--- config.mk ---
export PLATFORM = sky130hd
export DESIGN_NAME = led_button_matrix_scanner
export DESIGN_NICKNAME = d
export VERILOG_FILES = /design/src/hdl/lbms_pkg.sv /design/src/hdl/lbms_ram.sv /design/src/hdl/lbms_led_store.sv /design/src/hdl/lbms_buttons.sv /design/src/hdl/led_button_matrix_scanner.sv
export VERILOG_INCLUDE_DIRS = /design/src /design/src/hdl
export SDC_FILE = /design/constraint.sdc
export NUM_CORES = 2
export LEC_CHECK = 0
export BUFFER_PORTS_ARGS = -buffer_cell sky130_fd_sc_hd__buf_2
export CELL_PAD_IN_SITES_DETAIL_PLACEMENT = 1
export CELL_PAD_IN_SITES_GLOBAL_PLACEMENT = 1
export CORE_ASPECT_RATIO = 0.75
export CORE_MARGIN = 2
export CORE_UTILIZATION = 40
export DETAILED_ROUTE_END_ITERATION = 8
export PLACE_DENSITY = 0.65
export SYNTH_ARGS = -nofsm -noshare
export SYNTH_HDL_FRONTEND = slang
export SYNTH_HIERARCHICAL = 1
export SYNTH_SLANG_ARGS = --single-unit
--- constraint.sdc ---
create_clock -name clk -period 3.85 [get_ports clk]
set_input_delay 0.77 -clock clk [delete_from_list [all_inputs] [get_ports clk]]
set_output_delay 0.77 -clock clk [all_outputs]
set_load 0.05 [all_outputs]
--- src/hdl/led_button_matrix_scanner_assert.svh ---
// Assertion macros shared by the scanner RTL.
// Each macro expects clk and rst_n to be in scope.
`ifndef LED_BUTTON_MATRIX_SCANNER_ASSERT_SVH
`define LED_BUTTON_MATRIX_SCANNER_ASSERT_SVH

// Same-cycle implication
`define LBMS_ASSERT_IMP(lbl, ante, cons, msg) \
  lbl: assert property (@(posedge clk) disable iff (!rst_n) (ante) |-> (cons)) \
    else $error(msg);

// Next-cycle implication
`define LBMS_ASSERT_NXT(lbl, ante, cons, msg) \
  lbl: assert property (@(posedge clk) disable iff (!rst_n) (ante) |=> (cons)) \
    else $error(msg);

`endif

--- src/hdl/lbms_pkg.sv ---
`default_nettype none

package lbms_pkg;

  // Default geometry
  localparam int MODULES_DEF = 2;
  localparam int COLOURS_DEF = 2;

  // Command codes
  localparam logic [3:0] CMD_ADVANCE     = 4'd0;
  localparam logic [3:0] CMD_SAMPLE      = 4'd1;
  localparam logic [3:0] CMD_LED_BIT_WR  = 4'd2;
  localparam logic [3:0] CMD_LED_BIT_RD  = 4'd3;
  localparam logic [3:0] CMD_LED_BYTE_WR = 4'd4;
  localparam logic [3:0] CMD_LED_BYTE_RD = 4'd5;
  localparam logic [3:0] CMD_BTN_BIT_RD  = 4'd6;
  localparam logic [3:0] CMD_BTN_BYTE_RD = 4'd7;
  localparam logic [3:0] CMD_POLL        = 4'd8;

  // Result status codes
  localparam logic [1:0] ST_OK       = 2'd0;
  localparam logic [1:0] ST_BAD_IDX  = 2'd1;
  localparam logic [1:0] ST_BAD_COL  = 2'd2;
  localparam logic [1:0] ST_NO_EVENT = 2'd3;

  // Configuration register indexes
  localparam logic [1:0] CFG_INV_MASK  = 2'd0;
  localparam logic [1:0] CFG_DEBOUNCE  = 2'd1;
  localparam logic [1:0] CFG_DIN_EN    = 2'd2;
  localparam logic [1:0] CFG_CATH_EN   = 2'd3;

  // Configuration reset values
  localparam logic [7:0] INV_MASK_RST = 8'hff;
  localparam logic [7:0] DEBOUNCE_RST = 8'd10;
  localparam logic [1:0] DIN_EN_RST   = 2'b11;
  localparam logic [1:0] CATH_EN_RST  = 2'b11;

  // Request to the button block
  typedef struct packed {
    logic       sample;
    logic       poll;
    logic [2:0] row;
  } btn_ctl_t;

  // Change event found by the button block
  typedef struct packed {
    logic       found;
    logic [6:0] pin;
    logic       value;
  } btn_evt_t;

endpackage

`default_nettype wire

--- src/hdl/lbms_ram.sv ---
`default_nettype none

module lbms_ram #(
  parameter int WIDTH = 16,
  parameter int DEPTH = 16
) (
  input  wire logic                     clk,
  input  wire logic                     we,
  input  wire logic [$clog2(DEPTH)-1:0] waddr,
  input  wire logic [WIDTH-1:0]         wdata,
  input  wire logic [$clog2(DEPTH)-1:0] raddr,
  output logic      [WIDTH-1:0]         rdata
);

  logic [WIDTH-1:0] mem_r [DEPTH];
  logic [WIDTH-1:0] rdata_r;

  // one write port, one registered read port
  always_ff @(posedge clk) begin
    if (we) begin
      mem_r[waddr] <= wdata;
    end
    rdata_r <= mem_r[raddr];
  end

  assign rdata = rdata_r;

endmodule

`default_nettype wire

--- src/hdl/lbms_led_store.sv ---
`default_nettype none

module lbms_led_store #(
  parameter int MODULES = lbms_pkg::MODULES_DEF,
  parameter int COLOURS = lbms_pkg::COLOURS_DEF
) (
  input  wire logic                                 clk,
  input  wire logic                                 rst_n,
  input  wire logic [$clog2(MODULES*8)-1:0]         rd_addr,
  input  wire logic                                 wr_en,
  input  wire logic [$clog2(MODULES*8)-1:0]         wr_addr,
  input  wire logic [COLOURS*8-1:0]                 wr_data,
  output logic      [COLOURS*8-1:0]                 rd_data
);

  localparam int ROWS_TOTAL = MODULES * 8;
  localparam int WORD_W     = COLOURS * 8;

  logic [ROWS_TOTAL-1:0] valid_r;
  logic                  hit_valid_r;
  logic                  fwd_r;
  logic [WORD_W-1:0]     fwd_data_r;
  logic [WORD_W-1:0]     ram_q;

  // one word per matrix row, all colour planes side by side
  lbms_ram #(
    .WIDTH (WORD_W),
    .DEPTH (ROWS_TOTAL)
  ) u_ram (
    .clk   (clk),
    .we    (wr_en),
    .waddr (wr_addr),
    .wdata (wr_data),
    .raddr (rd_addr),
    .rdata (ram_q)
  );

  // row valid bits stand in for clearing the RAM at reset
  always_ff @(posedge clk) begin
    if (!rst_n) begin
      valid_r <= '0;
    end else if (wr_en) begin
      valid_r[wr_addr] <= 1'b1;
    end
  end

  // bypass for a write landing on the row being read in the same cycle
  always_ff @(posedge clk) begin
    hit_valid_r <= valid_r[rd_addr];
    fwd_r       <= wr_en && (wr_addr == rd_addr);
    fwd_data_r  <= wr_data;
  end

  always_comb begin
    if (fwd_r) begin
      rd_data = fwd_data_r;
    end else if (hit_valid_r) begin
      rd_data = ram_q;
    end else begin
      rd_data = '0;
    end
  end

endmodule

`default_nettype wire

--- src/hdl/lbms_buttons.sv ---
`default_nettype none

module lbms_buttons #(
  parameter int MODULES = lbms_pkg::MODULES_DEF
) (
  input  wire logic                                     clk,
  input  wire logic                                     rst_n,
  input  wire lbms_pkg::btn_ctl_t                       ctl,
  input  wire logic [((MODULES > 1) ? $clog2(MODULES) : 1)-1:0] mod,
  input  wire logic [15:0]                              buttons,
  input  wire logic [1:0]                               din_enable,
  input  wire logic [7:0]                               deb_reload,
  output logic      [7:0]                               rd_byte,
  output lbms_pkg::btn_evt_t                            evt
);

  localparam int BUS_W = MODULES * 8;
  localparam int MOD_W = (MODULES > 1) ? $clog2(MODULES) : 1;

  // row-major storage: one word per row, module m in byte m
  logic [BUS_W-1:0] levels_r   [8];
  logic [BUS_W-1:0] levels_nxt [8];
  logic [BUS_W-1:0] flags_r    [8];
  logic [BUS_W-1:0] flags_nxt  [8];
  logic [7:0]       debounce_r;
  logic [7:0]       debounce_nxt;

  logic [63:0]      lvl_sel;
  logic [BUS_W-1:0] btn_ext;
  logic [7:0]       en_ext;
  logic [7:0]       cnt;
  logic [7:0]       chg;
  logic             found;
  logic [MOD_W-1:0] fm;
  logic [2:0]       fr;
  logic [2:0]       fb;
  logic [63:0]      flags_f;
  logic [63:0]      lvl_f;
  logic [7:0]       fbyte;

  always_ff @(posedge clk) begin
    if (!rst_n) begin
      for (int r = 0; r < 8; r++) begin
        levels_r[r] <= '1;
        flags_r[r]  <= '0;
      end
      debounce_r <= '0;
    end else begin
      for (int r = 0; r < 8; r++) begin
        levels_r[r] <= levels_nxt[r];
        flags_r[r]  <= flags_nxt[r];
      end
      debounce_r <= debounce_nxt;
    end
  end

  // level byte for the bit and byte read commands
  always_comb begin
    lvl_sel = 64'(levels_r[ctl.row]);
    rd_byte = lvl_sel[32'(mod)*8 +: 8];
  end

  // first pending change in module, row, bit order
  always_comb begin
    found = 1'b0;
    fm    = '0;
    fr    = '0;
    fb    = '0;
    for (int m = MODULES - 1; m >= 0; m--) begin
      for (int r = 7; r >= 0; r--) begin
        if (|flags_r[r][m*8 +: 8]) begin
          found = 1'b1;
          fm    = MOD_W'(m);
          fr    = 3'(r);
        end
      end
    end
    flags_f = 64'(flags_r[fr]);
    lvl_f   = 64'(levels_r[fr]);
    fbyte   = flags_f[32'(fm)*8 +: 8];
    for (int b = 7; b >= 0; b--) begin
      if (fbyte[b]) begin
        fb = 3'(b);
      end
    end
    evt.found = found;
    evt.pin   = 7'({fm, fr, fb});
    evt.value = lvl_f[32'(fm)*8 + 32'(fb)];
  end

  // sample with shared debounce counter, and poll clear
  always_comb begin
    for (int r = 0; r < 8; r++) begin
      levels_nxt[r] = levels_r[r];
      flags_nxt[r]  = flags_r[r];
    end
    debounce_nxt = debounce_r;
    btn_ext      = BUS_W'(buttons);
    en_ext       = 8'(din_enable);
    cnt          = (debounce_r != 8'd0) ? debounce_r - 8'd1 : 8'd0;
    chg          = '0;
    if (ctl.sample) begin
      for (int m = 0; m < MODULES; m++) begin
        if (en_ext[m] && (cnt == 8'd0)) begin
          chg = btn_ext[m*8 +: 8] ^ levels_r[ctl.row][m*8 +: 8];
          if (chg != 8'd0) begin
            flags_nxt[ctl.row][m*8 +: 8]  = flags_r[ctl.row][m*8 +: 8] | chg;
            levels_nxt[ctl.row][m*8 +: 8] = btn_ext[m*8 +: 8];
            cnt = deb_reload;
          end
        end
      end
      debounce_nxt = cnt;
    end
    if (ctl.poll && found) begin
      flags_nxt[fr][32'(fm)*8 + 32'(fb)] = 1'b0;
    end
  end

endmodule

`default_nettype wire

--- src/hdl/led_button_matrix_scanner.sv ---
// Channel  | Ports                                   | Handshake
// ---------+-----------------------------------------+--------------------------------
// command  | start, busy, in_*                       | beat taken when start & !busy
// result   | out_strobe, out_*                       | one cycle per beat, no stall
// config   | cfg_valid, cfg_ready, cfg_index, cfg_data | beat taken when valid & ready
//
// A command is taken every cycle while busy is low; an advance holds the issue stage for
// one LED-store RAM read per module, and busy is high for all but the last.
// Results pass the issue, execute and result registers to the ports, advance beats
// back to back. Synchronous active-low reset; LED rows read as zero until written.
// Config registers are writable at any time and cfg_ready is always high.
`default_nettype none

`include "led_button_matrix_scanner_assert.svh"

module led_button_matrix_scanner #(
  parameter int MODULES = lbms_pkg::MODULES_DEF,
  parameter int COLOURS = lbms_pkg::COLOURS_DEF
) (
  input  wire logic        clk,
  input  wire logic        rst_n,
  // command channel
  input  wire logic        start,
  output logic             busy,
  input  wire logic [3:0]  in_cmd,
  input  wire logic [1:0]  in_colour,
  input  wire logic [7:0]  in_pin_index,
  input  wire logic [4:0]  in_byte_index,
  input  wire logic        in_value_bit,
  input  wire logic [7:0]  in_value_byte,
  input  wire logic [15:0] in_button_bits,
  // result channel
  output logic             out_strobe,
  output logic [1:0]       out_status,
  output logic             out_module_index,
  output logic [7:0]       out_cathode_byte,
  output logic             out_cathode_driven,
  output logic [15:0]      out_colour_bytes,
  output logic [7:0]       out_read_value,
  output logic [6:0]       out_event_pin,
  output logic             out_event_value,
  output logic             out_last,
  // configuration
  input  wire logic        cfg_valid,
  output logic             cfg_ready,
  input  wire logic [1:0]  cfg_index,
  input  wire logic [7:0]  cfg_data
);

  localparam int ROWS_TOTAL = MODULES * 8;
  localparam int ADDR_W     = $clog2(ROWS_TOTAL);
  localparam int MOD_W      = (MODULES > 1) ? $clog2(MODULES) : 1;
  localparam int WORD_W     = COLOURS * 8;

  // configuration registers
  logic [7:0] inv_mask_r;
  logic [7:0] debounce_dly_r;
  logic [1:0] din_en_r;
  logic [1:0] cath_en_r;

  logic [2:0] sel_row_r;

  // issue stage
  logic             s1_valid_r;
  logic [3:0]       s1_cmd_r;
  logic [1:0]       s1_colour_r;
  logic [7:0]       s1_pin_r;
  logic [4:0]       s1_bidx_r;
  logic             s1_vbit_r;
  logic [7:0]       s1_vbyte_r;
  logic [15:0]      s1_buttons_r;
  logic [MOD_W-1:0] s1_mod_r;
  logic             s1_adv;
  logic             s1_last;
  logic             accept;
  logic [2:0]       s1_row;
  logic [MOD_W-1:0] s1_mod;
  logic             s1_idx_ok;
  logic             s1_col_ok;
  logic [ADDR_W-1:0] s1_addr;

  // execute stage
  logic              s2_valid_r;
  logic [3:0]        s2_cmd_r;
  logic [1:0]        s2_colour_r;
  logic [2:0]        s2_bit_r;
  logic              s2_vbit_r;
  logic [7:0]        s2_vbyte_r;
  logic [15:0]       s2_buttons_r;
  logic [2:0]        s2_row_r;
  logic [MOD_W-1:0]  s2_mod_r;
  logic              s2_last_r;
  logic              s2_idx_ok_r;
  logic              s2_col_ok_r;
  logic [ADDR_W-1:0] s2_addr_r;

  // LED store and button block
  logic [WORD_W-1:0]  led_word;
  logic [WORD_W-1:0]  led_wdata;
  logic               led_we;
  logic [31:0]        word_ext;
  logic [7:0]         led_byte;
  logic [7:0]         bit_byte;
  logic [7:0]         wr_byte;
  logic [7:0]         cath_en_ext;
  logic [7:0]         btn_byte;
  lbms_pkg::btn_ctl_t btn_ctl;
  lbms_pkg::btn_evt_t btn_evt;

  // result register
  logic        res_strobe;
  logic [1:0]  res_status;
  logic        res_mod;
  logic [7:0]  res_cath;
  logic        res_driven;
  logic [15:0] res_colours;
  logic [7:0]  res_read;
  logic [6:0]  res_epin;
  logic        res_eval;
  logic        res_last;
  logic        out_strobe_r;
  logic [1:0]  out_status_r;
  logic        out_mod_r;
  logic [7:0]  out_cath_r;
  logic        out_driven_r;
  logic [15:0] out_colours_r;
  logic [7:0]  out_read_r;
  logic [6:0]  out_epin_r;
  logic        out_eval_r;
  logic        out_last_r;

  // configuration writes
  assign cfg_ready = 1'b1;

  always_ff @(posedge clk) begin
    if (!rst_n) begin
      inv_mask_r     <= lbms_pkg::INV_MASK_RST;
      debounce_dly_r <= lbms_pkg::DEBOUNCE_RST;
      din_en_r       <= lbms_pkg::DIN_EN_RST;
      cath_en_r      <= lbms_pkg::CATH_EN_RST;
    end else if (cfg_valid && cfg_ready) begin
      case (cfg_index)
        lbms_pkg::CFG_INV_MASK: inv_mask_r     <= cfg_data;
        lbms_pkg::CFG_DEBOUNCE: debounce_dly_r <= cfg_data;
        lbms_pkg::CFG_DIN_EN:   din_en_r       <= cfg_data[1:0];
        lbms_pkg::CFG_CATH_EN:  cath_en_r      <= cfg_data[1:0];
        default: ;
      endcase
    end
  end

  // issue stage control: an advance stays here until it has stepped through every module
  assign s1_adv  = s1_valid_r && (s1_cmd_r == lbms_pkg::CMD_ADVANCE);
  assign s1_last = !s1_adv || (s1_mod_r == MOD_W'(MODULES - 1));
  assign busy    = s1_valid_r && !s1_last;
  assign accept  = start && !busy;

  always_ff @(posedge clk) begin
    if (!rst_n) begin
      s1_valid_r <= 1'b0;
    end else begin
      s1_valid_r <= accept || (s1_valid_r && !s1_last);
    end
  end

  always_ff @(posedge clk) begin
    if (accept) begin
      s1_cmd_r     <= in_cmd;
      s1_colour_r  <= in_colour;
      s1_pin_r     <= in_pin_index;
      s1_bidx_r    <= in_byte_index;
      s1_vbit_r    <= in_value_bit;
      s1_vbyte_r   <= in_value_byte;
      s1_buttons_r <= in_button_bits;
      s1_mod_r     <= '0;
    end else begin
      s1_mod_r <= s1_mod_r + MOD_W'(1);
    end
  end

  // the row moves on when an advance first enters the issue stage
  always_ff @(posedge clk) begin
    if (!rst_n) begin
      sel_row_r <= '0;
    end else if (s1_adv && (s1_mod_r == '0)) begin
      sel_row_r <= sel_row_r + 3'd1;
    end
  end

  // row, module and RAM address for the command in the issue stage
  always_comb begin
    s1_row    = s1_pin_r[5:3];
    s1_mod    = MOD_W'(s1_pin_r >> 6);
    s1_idx_ok = 10'(s1_pin_r) < 10'(MODULES * 64);
    case (s1_cmd_r)
      lbms_pkg::CMD_ADVANCE: begin
        s1_row    = (s1_mod_r == '0) ? sel_row_r + 3'd1 : sel_row_r;
        s1_mod    = s1_mod_r;
        s1_idx_ok = 1'b1;
      end
      lbms_pkg::CMD_SAMPLE: begin
        s1_row    = sel_row_r - 3'd1;
        s1_idx_ok = 1'b1;
      end
      lbms_pkg::CMD_LED_BYTE_WR, lbms_pkg::CMD_LED_BYTE_RD,
      lbms_pkg::CMD_BTN_BYTE_RD: begin
        s1_row    = s1_bidx_r[2:0];
        s1_mod    = MOD_W'(s1_bidx_r >> 3);
        s1_idx_ok = 7'(s1_bidx_r) < 7'(MODULES * 8);
      end
      default: ;
    endcase
    s1_col_ok = 3'(s1_colour_r) < 3'(COLOURS);
    s1_addr   = ADDR_W'({s1_mod, s1_row});
  end

  always_ff @(posedge clk) begin
    if (!rst_n) begin
      s2_valid_r <= 1'b0;
    end else begin
      s2_valid_r <= s1_valid_r;
    end
  end

  always_ff @(posedge clk) begin
    s2_cmd_r     <= s1_cmd_r;
    s2_colour_r  <= s1_colour_r;
    s2_bit_r     <= s1_pin_r[2:0];
    s2_vbit_r    <= s1_vbit_r;
    s2_vbyte_r   <= s1_vbyte_r;
    s2_buttons_r <= s1_buttons_r;
    s2_row_r     <= s1_row;
    s2_mod_r     <= s1_mod;
    s2_last_r    <= s1_last;
    s2_idx_ok_r  <= s1_idx_ok;
    s2_col_ok_r  <= s1_col_ok;
    s2_addr_r    <= s1_addr;
  end

  lbms_led_store #(
    .MODULES (MODULES),
    .COLOURS (COLOURS)
  ) u_led_store (
    .clk     (clk),
    .rst_n   (rst_n),
    .rd_addr (s1_addr),
    .wr_en   (led_we),
    .wr_addr (s2_addr_r),
    .wr_data (led_wdata),
    .rd_data (led_word)
  );

  assign btn_ctl.sample = s2_valid_r && (s2_cmd_r == lbms_pkg::CMD_SAMPLE);
  assign btn_ctl.poll   = s2_valid_r && (s2_cmd_r == lbms_pkg::CMD_POLL);
  assign btn_ctl.row    = s2_row_r;

  lbms_buttons #(
    .MODULES (MODULES)
  ) u_buttons (
    .clk        (clk),
    .rst_n      (rst_n),
    .ctl        (btn_ctl),
    .mod        (s2_mod_r),
    .buttons    (s2_buttons_r),
    .din_enable (din_en_r),
    .deb_reload (debounce_dly_r),
    .rd_byte    (btn_byte),
    .evt        (btn_evt)
  );

  // colour byte of the row word, and its updated form for writes
  always_comb begin
    word_ext = 32'(led_word);
    led_byte = word_ext[32'(s2_colour_r)*8 +: 8];
    bit_byte = led_byte;
    bit_byte[s2_bit_r] = s2_vbit_r;
    wr_byte  = (s2_cmd_r == lbms_pkg::CMD_LED_BIT_WR) ? bit_byte : s2_vbyte_r;
    led_wdata = led_word;
    for (int c = 0; c < COLOURS; c++) begin
      if (2'(c) == s2_colour_r) begin
        led_wdata[c*8 +: 8] = wr_byte;
      end
    end
  end

  assign cath_en_ext = 8'(cath_en_r);

  // execute: build the result beat
  always_comb begin
    res_strobe  = s2_valid_r;
    res_status  = lbms_pkg::ST_OK;
    res_mod     = 1'b0;
    res_cath    = '0;
    res_driven  = 1'b0;
    res_colours = '0;
    res_read    = '0;
    res_epin    = '0;
    res_eval    = 1'b0;
    res_last    = 1'b1;
    led_we      = 1'b0;
    case (s2_cmd_r)
      lbms_pkg::CMD_ADVANCE: begin
        res_mod     = s2_mod_r[0];
        res_cath    = ~(8'd1 << s2_row_r) ^ inv_mask_r;
        res_driven  = cath_en_ext[s2_mod_r];
        res_colours = 16'(led_word);
        res_last    = s2_last_r;
      end
      lbms_pkg::CMD_SAMPLE: ;
      lbms_pkg::CMD_LED_BIT_WR, lbms_pkg::CMD_LED_BIT_RD,
      lbms_pkg::CMD_LED_BYTE_WR, lbms_pkg::CMD_LED_BYTE_RD: begin
        if (!s2_idx_ok_r) begin
          res_status = lbms_pkg::ST_BAD_IDX;
        end else if (!s2_col_ok_r) begin
          res_status = lbms_pkg::ST_BAD_COL;
        end else if (s2_cmd_r inside {lbms_pkg::CMD_LED_BIT_WR,
                                      lbms_pkg::CMD_LED_BYTE_WR}) begin
          led_we = s2_valid_r;
        end else if (s2_cmd_r == lbms_pkg::CMD_LED_BIT_RD) begin
          res_read = 8'(led_byte[s2_bit_r]);
        end else begin
          res_read = led_byte;
        end
      end
      lbms_pkg::CMD_BTN_BIT_RD, lbms_pkg::CMD_BTN_BYTE_RD: begin
        if (!s2_idx_ok_r) begin
          res_status = lbms_pkg::ST_BAD_IDX;
        end else if (s2_cmd_r == lbms_pkg::CMD_BTN_BIT_RD) begin
          res_read = 8'(btn_byte[s2_bit_r]);
        end else begin
          res_read = btn_byte;
        end
      end
      lbms_pkg::CMD_POLL: begin
        if (btn_evt.found) begin
          res_epin = btn_evt.pin;
          res_eval = btn_evt.value;
        end else begin
          res_status = lbms_pkg::ST_NO_EVENT;
        end
      end
      default: res_strobe = 1'b0;
    endcase
  end

  // result register
  always_ff @(posedge clk) begin
    if (!rst_n) begin
      out_strobe_r <= 1'b0;
    end else begin
      out_strobe_r <= res_strobe;
    end
  end

  always_ff @(posedge clk) begin
    out_status_r  <= res_status;
    out_mod_r     <= res_mod;
    out_cath_r    <= res_cath;
    out_driven_r  <= res_driven;
    out_colours_r <= res_colours;
    out_read_r    <= res_read;
    out_epin_r    <= res_epin;
    out_eval_r    <= res_eval;
    out_last_r    <= res_last;
  end

  assign out_strobe         = out_strobe_r;
  assign out_status         = out_status_r;
  assign out_module_index   = out_mod_r;
  assign out_cathode_byte   = out_cath_r;
  assign out_cathode_driven = out_driven_r;
  assign out_colour_bytes   = out_colours_r;
  assign out_read_value     = out_read_r;
  assign out_event_pin      = out_epin_r;
  assign out_event_value    = out_eval_r;
  assign out_last           = out_last_r;

  // checks
  `LBMS_ASSERT_IMP(a_busy_only_adv, busy, s1_adv, "busy outside a multi-beat advance")
  `LBMS_ASSERT_NXT(a_adv_beats_contig, out_strobe_r && !out_last_r, out_strobe_r,
                   "advance beats not back to back")
  `LBMS_ASSERT_IMP(a_led_we_valid, led_we, s2_valid_r && s2_idx_ok_r && s2_col_ok_r,
                   "LED store written without a valid in-range command")

endmodule

`default_nettype wire
==> metrics.yaml <==
outcome:
  status: "complete, but fails checks"
  violations: "setup timing"
critical_path:
  required_ns: 4.39
  arrival_ns: 4.98
  end_kind: "flop"
  reg2reg_depth: 17
  slowest_stage: "or4_4"
  path_max_fanout: 5
  critPathLaunchType: "flop"
  path_cells: "or4_4 -> or2_4 -> or3_1 -> a211o_4 -> a21oi_4 -> buf_4 -> nand2_1 -> a21o_1 -> a41oi_4 -> a2111oi_4 -> buf_4 -> buf_12 -> mux2_4 -> a22oi_2 -> o32ai_1 -> a211o_1 -> and3_1"
  crit_type: "flop to flop"
  crit_top_cell: "buf_4"
  cpPeakStageDelay_ns: 0.59
logic_synthesis:
  syn_nets: 2835
  seq_area_frac_synth_pct: 55.50
  synthTopCellsByArea: "edfxtp_1, dfxtp_1, mux2i_1"
  synth_cell_type_count: 96
  synthArstFlopShare_pct: 0
  synth_area_leader_cell: "edfxtp_1"
  syn_inst: 2774
  synth_area_per_cell_um2: 11.40
  synth_top_area_share_pct: 28.48
  synth_edf_count: 300
  ys.flop_type: "dfxtp_1"
  ys_ff_latch: 727
  synth_area_um2: 31640
  yosys_warnings: 6
floorplan:
  fp.dieH_um: 247.6
  io_pins: 106
  die-area_um2: 81380
  num_rows: 89
  start_util_pct: 40.30
  core_um2: 78510
  die_w_um: 328.7
routing:
  vias_per_cell: 6.112
  post-route-drc-count: 0
  final_antenna_net_count: 0
  vias: 26450
  drt_iter0_markers: 2960
  dr.pass1.iters: 7
  wl_per_cell_um: 28.36
  drt_wl_total_um: 122700
sta:
  setup_ws_ns: -0.5888
  setup_viol: 132
  max_freq_mhz: 225.3
  slew_headroom_pct: 33.22
  skew_ns: 0.05150
  slew_violations: 0
  min_period_ns: 4.439
  post-route-period-util_pct: 115.3
  finalHoldViolations: 0
  rsz0062_at_grt: "yes"
  tightest_slew_ns: 0.9996
placement:
  placed_cell_area_um2: 36470
  globalplace.congestion: 0.9514
  dp_hpwl_um: 84260
  port_buffers: 104
  dp_cells: 4136
global_route:
  first_global_vias: 26910
  grt_pass1_wl_um: 179600
  antenna_found_initial: 3
  grt_util_all_layers_pct: 29.62
  grt_max_degree: 106
  overflow: 0
power:
  p_int_mw: 13.55
  peakVddDrop_mv: 0.4425
  comb_power_share_pct: 11.7
  cellPowerDensity_nw_per_um2: 452.5
  clkPwrFrac_pct: 43.5
  leakage_nw: 15.63
  power.sequential.fraction_pct: 44.8
  p_sw_share_pct: 26.31
  p_switching_mw: 4.838
worst_hold_path:
  holdPathStages: 1
  hp-class: "input port to flop"
clock_tree:
  clock_path_buffers: 3
  cts_inserted_buffers: 77
  clock-sinks: 727
  htreeDepth: 3
  cts.clk_slew.worst_paths_ns: 0.07
  cts_tree: "yes"
  clockRootBuffer: "clkbuf_16"
  clk_latency_ns: 0.67
finish:
  fin_nets: 3277
  seqCellArea_um2: 17570
  final_cell_mix: "dfxtp_1, buf_4, nand2_1, edfxtp_1, mux2i_1"
  final_area_um2: 40640
  fillCellCount: 8128
  multiInputGateArea_um2: 14130
  num_antenna_cells: 0
  drive_gt1_share_pct: 30.87
  utilization_pct: 51.76
  area_growth_pct: 28.45
  fin_cells: 4327
  layout_commonest_cell: "dfxtp_1"
run:
  max-cap-violations: 0
## kinds of logic (layout without fill, tap and decap cells)
kind of cell	Yosys count	after routing	share of synthesized area, %
muxes	253	253	10.98
and+or+nand+nor	830	831	13.29
xor gates and xnor gates	36	36	0.9967
buffers and inverters	238	744	3.291
other	1	1	0.01185
adders and majority gates	3	3	0.1187
DFF	727	727	55.50
AOI/OAI and AO/OA	686	686	15.81
## per-layer routing
metal | global-route usage, % | up-vias | share of wire (%)
li1 | - | 11450 | -
met1 | 44.68 | 13580 | 47
met2 | 43.60 | 1217 | 43
met3 | 5.211 | 203 | 8.0
met4 | 7.736 | 0 | 2.4
met5 | 0 | - | 0
## state kept, by name, indices dropped and copies added, names as in the netlist, 7 cells and up
register                 flops
debounce_dly_r               8
inv_mask_r                   8
out_cathode_byte             8
out_colour_bytes            16
out_event_pin                7
out_read_value               8
s1_buttons_r                16
s1_pin_r                     8
s1_vbyte_r                   8
s2_buttons_r                16
s2_vbyte_r                   8
u_buttons/debounce_r         8
u_buttons/flags_r          128
u_buttons/levels_r         128
u_led_store/fwd_data_r      16
u_led_store/u_ram/mem_r    256
u_led_store/u_ram/rdata     16
u_led_store/valid_r         16
## Yosys cell counts, drive strengths merged (5+ instances only)
| library cell | count |
|---|---|
| or4 | 10 |
| mux2i | 166 |
| and2 | 32 |
| a31oi | 12 |
| a221oi | 32 |
| o311a | 8 |
| a21oi | 152 |
| nor4 | 40 |
| or2 | 7 |
| a21o | 8 |
| o21ai | 44 |
| nand4 | 29 |
| a222oi | 31 |
| and4 | 5 |
| mux4 | 69 |
| nand3b | 11 |
| a211o | 9 |
| or3 | 5 |
| nor3b | 13 |
| nor3 | 25 |
| nand4b | 11 |
| a22oi | 147 |
| xnor2 | 17 |
| a22o | 36 |
| mux2 | 18 |
| nor2b | 28 |
| nor2 | 112 |
| buf | 79 |
| nand2 | 353 |
| a221o | 5 |
| edfxtp | 300 |
| clkbuf | 138 |
| a211oi | 10 |
| o211a | 14 |
| nor4b | 5 |
| nand3 | 36 |
| o211ai | 121 |
| and3 | 35 |
| dfxtp | 427 |
| inv | 20 |
| o21a | 16 |
| nand2b | 64 |
| xor2 | 19 |
## worst max-delay path: cells and delay by family (launching register included)
family	cells	cell delay, ns
AOI/OAI and AO/OA	8	1.73
buffers and inverters	3	0.50
DFF	1	0.32
muxes	1	0.30
and+or+nand+nor	5	1.45
## cell type report
class	instances	area share, %
inverters	21	0.2155
repair buffers	579	11.82
flip-flops and latches	727	43.24
clock buffers	104	5.271
clock inverters	40	1.463
well taps	1046	3.221
multi-input cells	1810	34.77
## worst paths after layout
path,start,to,slack (ns)
min,in_value_byte[7],s1_vbyte_r[7],0.27
min reg2reg,s1_buttons_r[11],s2_buttons_r[11],0.34
max reg2reg,u_buttons/flags_r[0][2],out_event_value,-0.59
max,u_buttons/flags_r[0][2],out_event_value,-0.59
## per-stage QoR
| step | hold slack, ns | TNS [ns] | setup slack (ns) | total power [mW] |
|---|---|---|---|---|
| after floorplan | 0.3233 | -0.1754 | -0.1754 | 9.401 |
| after global placement | 0.3239 | -61.23 | -0.7226 | 10.29 |
| after detailed placement | 0.3286 | -61.78 | -0.7792 | 10.34 |
| after CTS | 0.2346 | -43.68 | -0.5224 | 18.42 |
| after global routing | 0.2445 | -62.97 | -0.7304 | 18.92 |
| final | 0.2688 | -47.98 | -0.5888 | 18.39 |
## timing repair
item	in CTS	in global routing
gates resized for setup	148	114
endpoints found under the setup margin	172	200
buffers inserted	37	13
cloned	2	0
hold buffers	0	0
pin swaps	42	40
## power groups by stage
stage               Combinational (mW)  Clock (mW)  Sequential (mW)
finish                            2.16        7.99             8.24
global route                      2.26        8.41             8.25
CTS                               2.07        8.11             8.24
detailed placement                1.94           0             8.40
global placement                  1.89           0             8.40
floorplan                         1.05           0             8.35
Note: power is estimated with default switching activity, not from simulation.
